### src/hdl/assert_macros.svh
// Assertion macros used by the top-level RTL file of the ADPCM decoder.
`ifndef ASSERT_MACROS_SVH
`define ASSERT_MACROS_SVH
`ifndef NO_ASSERTIONS
// Concurrent check on an explicit clock and active-low reset
`define ASSERT_CLK_RST(lbl, clk, rstn, prop, msg) \
  lbl: assert property (@(posedge clk) disable iff (!rstn) (prop)) else $error(msg);
// Concurrent check on the default clock and reset names
`define ASSERT_DEF(lbl, prop, msg) \
  `ASSERT_CLK_RST(lbl, clk_i, rst_ni, prop, msg)
`else
`define ASSERT_CLK_RST(lbl, clk, rstn, prop, msg)
`define ASSERT_DEF(lbl, prop, msg)
`endif
`endif

### src/hdl/imadec_pkg.sv
// Package with widths, register indexes and ADPCM tables of the decoder.
package imadec_pkg;

  localparam int unsigned SampleW = 16;
  localparam int unsigned IndexW  = 7;
  localparam int unsigned StepW   = 15;
  localparam int unsigned CodeW   = 4;
  localparam int unsigned CfgAddrW = 1;
  localparam int unsigned CfgDataW = 16;

  localparam logic [IndexW-1:0] MaxIndex = 7'd88;

  // Register indexes of the configuration port
  localparam logic [CfgAddrW-1:0] RegStartPredictor = 1'b0;
  localparam logic [CfgAddrW-1:0] RegStartIndex     = 1'b1;

  // Step size for a step index in 0..88
  function automatic logic [StepW-1:0] step_size(input logic [IndexW-1:0] idx);
    logic [StepW-1:0] s;
    case (idx)
      7'd0:  s = 15'd7;     7'd1:  s = 15'd8;     7'd2:  s = 15'd9;
      7'd3:  s = 15'd10;    7'd4:  s = 15'd11;    7'd5:  s = 15'd12;
      7'd6:  s = 15'd13;    7'd7:  s = 15'd14;    7'd8:  s = 15'd16;
      7'd9:  s = 15'd17;    7'd10: s = 15'd19;    7'd11: s = 15'd21;
      7'd12: s = 15'd23;    7'd13: s = 15'd25;    7'd14: s = 15'd28;
      7'd15: s = 15'd31;    7'd16: s = 15'd34;    7'd17: s = 15'd37;
      7'd18: s = 15'd41;    7'd19: s = 15'd45;    7'd20: s = 15'd50;
      7'd21: s = 15'd55;    7'd22: s = 15'd60;    7'd23: s = 15'd66;
      7'd24: s = 15'd73;    7'd25: s = 15'd80;    7'd26: s = 15'd88;
      7'd27: s = 15'd97;    7'd28: s = 15'd107;   7'd29: s = 15'd118;
      7'd30: s = 15'd130;   7'd31: s = 15'd143;   7'd32: s = 15'd157;
      7'd33: s = 15'd173;   7'd34: s = 15'd190;   7'd35: s = 15'd209;
      7'd36: s = 15'd230;   7'd37: s = 15'd253;   7'd38: s = 15'd279;
      7'd39: s = 15'd307;   7'd40: s = 15'd337;   7'd41: s = 15'd371;
      7'd42: s = 15'd408;   7'd43: s = 15'd449;   7'd44: s = 15'd494;
      7'd45: s = 15'd544;   7'd46: s = 15'd598;   7'd47: s = 15'd658;
      7'd48: s = 15'd724;   7'd49: s = 15'd796;   7'd50: s = 15'd876;
      7'd51: s = 15'd963;   7'd52: s = 15'd1060;  7'd53: s = 15'd1166;
      7'd54: s = 15'd1282;  7'd55: s = 15'd1411;  7'd56: s = 15'd1552;
      7'd57: s = 15'd1707;  7'd58: s = 15'd1878;  7'd59: s = 15'd2066;
      7'd60: s = 15'd2272;  7'd61: s = 15'd2499;  7'd62: s = 15'd2749;
      7'd63: s = 15'd3024;  7'd64: s = 15'd3327;  7'd65: s = 15'd3660;
      7'd66: s = 15'd4026;  7'd67: s = 15'd4428;  7'd68: s = 15'd4871;
      7'd69: s = 15'd5358;  7'd70: s = 15'd5894;  7'd71: s = 15'd6484;
      7'd72: s = 15'd7132;  7'd73: s = 15'd7845;  7'd74: s = 15'd8630;
      7'd75: s = 15'd9493;  7'd76: s = 15'd10442; 7'd77: s = 15'd11487;
      7'd78: s = 15'd12635; 7'd79: s = 15'd13899; 7'd80: s = 15'd15289;
      7'd81: s = 15'd16818; 7'd82: s = 15'd18500; 7'd83: s = 15'd20350;
      7'd84: s = 15'd22385; 7'd85: s = 15'd24623; 7'd86: s = 15'd27086;
      7'd87: s = 15'd29794; 7'd88: s = 15'd32767;
      default: s = 15'd32767;
    endcase
    return s;
  endfunction

  // Signed index move for the code magnitude (bits 2:0)
  function automatic logic signed [4:0] index_adjust(input logic [2:0] mag);
    logic signed [4:0] a;
    case (mag)
      3'd4:    a = 5'sd2;
      3'd5:    a = 5'sd4;
      3'd6:    a = 5'sd6;
      3'd7:    a = 5'sd8;
      default: a = -5'sd1;
    endcase
    return a;
  endfunction

endpackage

### src/hdl/imadec_nibble.sv
// Combinational decode of one 4-bit ADPCM code against predictor and step index.
module imadec_nibble (
  input  logic [imadec_pkg::CodeW-1:0]  code_i,
  input  logic [imadec_pkg::SampleW-1:0] pred_i,
  input  logic [imadec_pkg::IndexW-1:0] index_i,
  output logic [imadec_pkg::SampleW-1:0] pred_o,
  output logic [imadec_pkg::IndexW-1:0] index_o
);

  logic [imadec_pkg::StepW-1:0] step;
  logic [imadec_pkg::SampleW-1:0] diff;
  logic signed [imadec_pkg::SampleW+1:0] sum;
  logic signed [4:0] adj;
  logic signed [imadec_pkg::IndexW:0] idx_sum;

  // Difference magnitude: step/8 plus the selected fractions
  always_comb begin
    step = imadec_pkg::step_size(index_i);
    diff = {4'd0, step[imadec_pkg::StepW-1:3]};
    if (code_i[2]) diff = diff + {1'b0, step};
    if (code_i[1]) diff = diff + {2'd0, step[imadec_pkg::StepW-1:1]};
    if (code_i[0]) diff = diff + {3'd0, step[imadec_pkg::StepW-1:2]};
  end

  // Predictor update with signed 16-bit saturation
  always_comb begin
    if (code_i[3]) begin
      sum = {{2{pred_i[imadec_pkg::SampleW-1]}}, pred_i} - $signed({2'b00, diff});
    end else begin
      sum = {{2{pred_i[imadec_pkg::SampleW-1]}}, pred_i} + $signed({2'b00, diff});
    end
    if (sum > 18'sd32767) begin
      pred_o = 16'h7fff;
    end else if (sum < -18'sd32768) begin
      pred_o = 16'h8000;
    end else begin
      pred_o = sum[imadec_pkg::SampleW-1:0];
    end
  end

  // Step index move, clamped to 0..88
  always_comb begin
    adj     = imadec_pkg::index_adjust(code_i[2:0]);
    idx_sum = $signed({1'b0, index_i})
            + $signed({{(imadec_pkg::IndexW-4){adj[4]}}, adj});
    if (idx_sum < 0) begin
      index_o = '0;
    end else if (idx_sum > $signed({1'b0, imadec_pkg::MaxIndex})) begin
      index_o = imadec_pkg::MaxIndex;
    end else begin
      index_o = idx_sum[imadec_pkg::IndexW-1:0];
    end
  end

endmodule

### src/hdl/ima_adpcm_decoder.sv
// Top level of the IMA ADPCM decoder: item register, nibble decode, result register.
//
//  channel   dir  tdata                tuser                    tlast
//  s_axis    in   [7:0] code_byte      [0] emit_both [1] restart  -
//  m_axis    out  [15:0] sample        -                        last
//  cfg       in   cfg_addr_i 0 start_predictor, 1 start_index; data cfg_wdata_i
//
// One nibble is decoded per cycle unless the result register stalls: a byte
// with both nibbles gives its high nibble, then its low nibble, a single-nibble
// byte only its high nibble; the decoder state loop (predictor, step index) sets
// this rate. Each result passes the item register, then the result register.
// Reset clears the state, the configuration registers and all valid flags.
// A stalled result register holds decoding; a new item is taken in the cycle
// the last nibble of the held item moves to the result register.
`include "assert_macros.svh"

module ima_adpcm_decoder (
  input  logic        clk_i,
  input  logic        rst_ni,
  // configuration write port
  input  logic                                cfg_we_i,
  input  logic [imadec_pkg::CfgAddrW-1:0]     cfg_addr_i,
  input  logic [imadec_pkg::CfgDataW-1:0]     cfg_wdata_i,
  // input items
  input  logic        s_axis_tvalid,
  output logic        s_axis_tready,
  input  logic [7:0]  s_axis_tdata,   // [7:0] code_byte
  input  logic [1:0]  s_axis_tuser,   // [0] emit_both, [1] restart
  // result items
  output logic        m_axis_tvalid,
  input  logic        m_axis_tready,
  output logic [15:0] m_axis_tdata,   // [15:0] sample
  output logic        m_axis_tlast
);

  logic [imadec_pkg::SampleW-1:0] start_pred_q;
  logic [imadec_pkg::IndexW-1:0]  start_idx_q;

  logic [imadec_pkg::SampleW-1:0] pred_q;
  logic [imadec_pkg::IndexW-1:0]  idx_q;

  logic       stage_valid_q, stage_valid_d;
  logic       phase_q, phase_d;
  logic [7:0] code_q;
  logic       both_q;
  logic       restart_q;

  logic                           out_valid_q;
  logic [imadec_pkg::SampleW-1:0] out_sample_q;
  logic                           out_last_q;

  logic                           out_free, advance, last_nib, in_take;
  logic [imadec_pkg::CodeW-1:0]   nib;
  logic [imadec_pkg::SampleW-1:0] pred_in, pred_new;
  logic [imadec_pkg::IndexW-1:0]  idx_in, idx_new;

  // Configuration registers; the start index is stored as written and limited to 88 where it is used
  always_ff @(posedge clk_i or negedge rst_ni) begin
    if (!rst_ni) begin
      start_pred_q <= '0;
      start_idx_q  <= '0;
    end else if (cfg_we_i) begin
      case (cfg_addr_i)
        imadec_pkg::RegStartPredictor: start_pred_q <= cfg_wdata_i;
        imadec_pkg::RegStartIndex:     start_idx_q  <= cfg_wdata_i[imadec_pkg::IndexW-1:0];
        default: ;
      endcase
    end
  end

  // Handshake and sequencing
  assign out_free      = !out_valid_q || m_axis_tready;
  assign advance       = stage_valid_q && out_free;
  assign last_nib      = phase_q || !both_q;
  assign s_axis_tready = !stage_valid_q || (out_free && last_nib);
  assign in_take       = s_axis_tvalid && s_axis_tready;

  always_comb begin
    stage_valid_d = stage_valid_q;
    phase_d       = phase_q;
    if (in_take) begin
      stage_valid_d = 1'b1;
      phase_d       = 1'b0;
    end else if (advance && last_nib) begin
      stage_valid_d = 1'b0;
    end else if (advance) begin
      phase_d = 1'b1;
    end
  end

  // Decode input: restart loads the start values before the high nibble
  always_comb begin
    nib = phase_q ? code_q[3:0] : code_q[7:4];
    if (restart_q && !phase_q) begin
      pred_in = start_pred_q;
      idx_in  = (start_idx_q > imadec_pkg::MaxIndex) ? imadec_pkg::MaxIndex : start_idx_q;
    end else begin
      pred_in = pred_q;
      idx_in  = idx_q;
    end
  end

  imadec_nibble u_nibble (
    .code_i  (nib),
    .pred_i  (pred_in),
    .index_i (idx_in),
    .pred_o  (pred_new),
    .index_o (idx_new)
  );

  // Item register control
  always_ff @(posedge clk_i or negedge rst_ni) begin
    if (!rst_ni) begin
      stage_valid_q <= 1'b0;
      phase_q       <= 1'b0;
    end else begin
      stage_valid_q <= stage_valid_d;
      phase_q       <= phase_d;
    end
  end

  // Item register payload
  always_ff @(posedge clk_i) begin
    if (in_take) begin
      code_q    <= s_axis_tdata;
      both_q    <= s_axis_tuser[0];
      restart_q <= s_axis_tuser[1];
    end
  end

  // Decoder state
  always_ff @(posedge clk_i or negedge rst_ni) begin
    if (!rst_ni) begin
      pred_q <= '0;
      idx_q  <= '0;
    end else if (advance) begin
      pred_q <= pred_new;
      idx_q  <= idx_new;
    end
  end

  // Result register
  always_ff @(posedge clk_i or negedge rst_ni) begin
    if (!rst_ni) begin
      out_valid_q <= 1'b0;
    end else if (advance) begin
      out_valid_q <= 1'b1;
    end else if (m_axis_tready) begin
      out_valid_q <= 1'b0;
    end
  end

  always_ff @(posedge clk_i) begin
    if (advance) begin
      out_sample_q <= pred_new;
      out_last_q   <= last_nib;
    end
  end

  assign m_axis_tvalid = out_valid_q;
  assign m_axis_tdata  = out_sample_q;
  assign m_axis_tlast  = out_last_q;

  // Checks
  `ASSERT_DEF(a_idx_range, idx_q <= imadec_pkg::MaxIndex, "step index above 88")
  `ASSERT_DEF(a_pair_blocks_input, (stage_valid_q && !phase_q && both_q) |-> !s_axis_tready, "input taken before second nibble")
  `ASSERT_DEF(a_first_has_second, (out_valid_q && !out_last_q) |-> (stage_valid_q && phase_q), "first nibble shown without second pending")
  `ASSERT_DEF(a_state_moves_with_result, (!advance) |=> ($stable(pred_q) && $stable(idx_q)), "state changed without a decode")

endmodule
### config.mk
export PLATFORM = sky130hd
export DESIGN_NAME = ima_adpcm_decoder
export DESIGN_NICKNAME = d
export VERILOG_FILES = /design/src/hdl/imadec_pkg.sv /design/src/hdl/imadec_nibble.sv /design/src/hdl/ima_adpcm_decoder.sv
export VERILOG_INCLUDE_DIRS = /design/src /design/src/hdl
export SDC_FILE = /design/constraint.sdc
export NUM_CORES = 1
export LEC_CHECK = 0
export CAP_MARGIN = 20
export CORE_UTILIZATION = 60
export DETAILED_ROUTE_END_ITERATION = 8
export DONT_BUFFER_PORTS = 1
export PLACE_DENSITY = 0.76
export SLEW_MARGIN = 20
export SYNTH_ARGS = -nofsm -noshare
export SYNTH_HDL_FRONTEND = slang
export SYNTH_HIERARCHICAL = 1
export SYNTH_SLANG_ARGS = --single-unit
### constraint.sdc
create_clock -name clk_i -period 29.6 [get_ports clk_i]
set_clock_uncertainty 0.2 [all_clocks]
set_input_delay 2.96 -clock clk_i [delete_from_list [all_inputs] [get_ports clk_i]]
set_output_delay 2.96 -clock clk_i [all_outputs]
set_load 0.005 [all_outputs]
==> impl_metrics.csv <==
group,metric,value,unit
routing,drt.antenna.violating_nets,0,
sta,rsz0062_at_grt,"false",
cells_and_area,final_common_cell,"nand2_1",
routing,via_per_inst,6.46,
sta,worst_pin_slew,1.16,ns
setup_path,cp_common_cell,"ha_1",
setup_path,cp-endpoint,"pred_q[14]",
cells_and_area,final_cell_mix,"nand2_1 (136), ha_1 (76), a21oi_1 (74), nor2_1 (60), dfrtp_1 (49)",
routing,drtIter0Drc,801,
clock_network,numCtsBuffers,9,
synthesis,synth_seq_cells,76,
synthesis,synth_edf_count,27,
job,cap_violations,0,
synthesis,synthArstFlopShare,64.5,%
setup_path,timing.rr.end,"pred_q[14]",
sta,slew_headroom,22.4,%
clock_network,cts_setup_buffers,0,
grt,track_usage,30.2,%
place,gp_congestion,1.01,
grt,grt_first_pass_wirelength,39.6,mm
clock_network,clk_pin_slew,0.06,ns
sta,period_share,43.2,%
setup_path,path_depth,46,
grt,use_met2,51.0,%
setup_path,crit_path_start,"phase_q",
clock_network,clock_sinks,76,
grt,use_met3,3.10,%
grt,grt_max_degree,64,
routing,drtPass1Iterations,6,
clock_network,clock_path_buffers,2,
grt,overflow,0,
grt,grt_pass1_vias,7721,
min_path,hold_path.class,"register to register",
synthesis,synth-seq-area-share,21.5,%
setup_path,cp-end-kind,"register",
setup_path,cp_slowest_stage_delay,0.78,ns
setup_path,slowest_stage,"nor2b_2",
sta,slew_violations,0,
synthesis,syn-num-nets,1217,
clock_network,cts_resized,0,
synthesis,synthCells,1104,
grt,met1_usage,41.5,%
grt,antenna_found_initial,0,
synthesis,ys_types,107,
routing,vias,8262,
setup_path,r2r_cells,46,
setup_path,crit_type,"register to register",
cells_and_area,num-fill-cells,1319,
sta,finalSetupViolCount,0,
cells_and_area,area_growth,3.12,%
cells_and_area,nets,1176,
floorplanning,die-area,16300,sq um
synthesis,syn_area_per_cell,8.58,sq um
place,dp_hpwl,17.9,mm
floorplanning,core_area,15300,sq um
setup_path,r2r-start,"phase_q",
setup_path,arrival,12.81,ns
routing,drt-wirelength-per-cell,19.0,microns
clock_network,root_buffer,"clkbuf_16",
outcome,outcome,"finished clean",
sta,tns,0,ns
floorplanning,dieHeight,128,microns
setup_path,cp.required,29.62,ns
synthesis,yosys_warnings,6,
routing,drc_errors,0,
floorplanning,start_util,61.8,%
cells_and_area,drive_above_1_share,12.9,%
floorplanning,rows,45,
clock_network,clk_latency,0.33,ns
setup_path,cp_top_family,"compound AO/OA/AOI/OAI gates",
grt,globalRoute.busiestLayer,"met2",
routing,wirelength,24.3,mm
cells_and_area,diodes,0,
setup_path,start_kind,"register",
setup_path,crit_fanout,22,
clock_network,h-tree-depth,3,
setup_path,critical_path_buf_inv_count,3,
setup_path,r2r_setup_slack,16.81,ns
sta,timing_hold_violations_final,0,
clock_network,tritoncts,"yes",
synthesis,netlist_area,9470,sq um
floorplanning,io_pins,51,
sta,fin_crit,12.79,ns
floorplanning,die_w,128,microns
synthesis,synth-main-ff-cell,"dfrtp_1",
place,portBuffers,0,
sta,fmax,0.0782,GHz
clock_network,cts_hold_buf,0,
==> worst min-delay path by stage <==
stage / startpoint / end / slack, ns / cells past startpoint
final: start_pred_q[0] / start_pred_q[0] / 0.31 / 1
after floorplan: pred_q[0] / pred_q[0] / 0.28 / 1
after global placement: pred_q[0] / pred_q[0] / 0.29 / 1
after CTS: start_idx_q[2] / start_idx_q[2] / 0.31 / 1
after global routing: pred_q[4] / pred_q[4] / 0.32 / 1
after detailed placement: pred_q[1] / pred_q[1] / 0.29 / 1
==> state kept, by name, summed over array words and instances (netlist names) <==
| signal | count |
|---|---|
| stage_valid_q | 1 |
| m_axis_tvalid | 1 |
| both_q | 1 |
| idx_q | 7 |
| start_idx_q | 7 |
| m_axis_tdata | 16 |
| pred_q | 16 |
| restart_q | 1 |
| start_pred_q | 16 |
| phase_q | 1 |
| m_axis_tlast | 1 |
| code_q | 8 |
==> per-stage QoR <==
| step | area (sq um) | instances | utilization [%] | setup WS (ns) | hold WS (ns) |
|---|---|---|---|---|---|
| after global routing | 9770 | 1279 | 63.8 | 15.88 | 0.323 |
| after floorplan | 9470 | 1104 | - | 18.46 | 0.279 |
| after global placement | 9450 | 1263 | 61.7 | 17.30 | 0.289 |
| after CTS | 9760 | 1279 | 63.7 | 17.03 | 0.307 |
| after detailed placement | 9450 | 1263 | 61.7 | 17.12 | 0.293 |
| final | 9770 | 1279 | 63.8 | 16.81 | 0.307 |
==> synth_stat cells, types with 9 or more instances <==
library cell / instances / area [sq um]
a211oi_1: 13 / 97.6
a21o_1: 26 / 195
a21oi_1: 75 / 375
a31oi_1: 17 / 106
and2_1: 10 / 62.6
buf_2: 15 / 75.1
buf_6: 9 / 101
clkbuf_1: 19 / 71.3
dfrtp_1: 49 / 1230
edfxtp_1: 27 / 811
ha_1: 76 / 951
inv_1: 47 / 176
mux2_2: 27 / 304
mux2_4: 28 / 420
mux2i_1: 24 / 240
nand2_1: 136 / 510
nand2b_1: 26 / 163
nand3_1: 22 / 110
nor2_1: 60 / 225
nor2b_1: 17 / 106
nor3_1: 14 / 70.1
o211ai_1: 16 / 120
o21a_1: 15 / 113
o21ai_0: 48 / 240
o21bai_1: 9 / 67.6
xnor2_1: 40 / 350
xor2_1: 19 / 166
==> per-layer routing <==
layer	routed length [microns]	up-vias	share of wire, %
li1	-	4011	-
met2	11400	283	47
met5	0	-	0
met3	1260	30	5.2
met1	11300	3938	47
met4	328	0	1.3
==> cell type report <==
type	instances	area, sq um	area share, %
Clock inverter	3	43.8	0.448
Tap cell	211	264	2.70
Timing Repair Buffer	5	37.5	0.384
Multi-Input combinational cell	918	6920	70.9
Sequential cell	76	2040	20.9
Inverter	53	199	2.04
Clock buffer	13	262	2.68
==> logic make-up after synthesis <==
kind of cell / synth area share (%)
simple gates: 18.8
fa+ha+maj: 11.1
xor+xnor: 5.75
mux: 11.1
compound gates: 26.1
buf+inv: 5.63
flops: 21.5
Power is left out: the tool's default activity adds up to more than one toggle a clock period on the data nets, which glitch-free logic cannot reach.
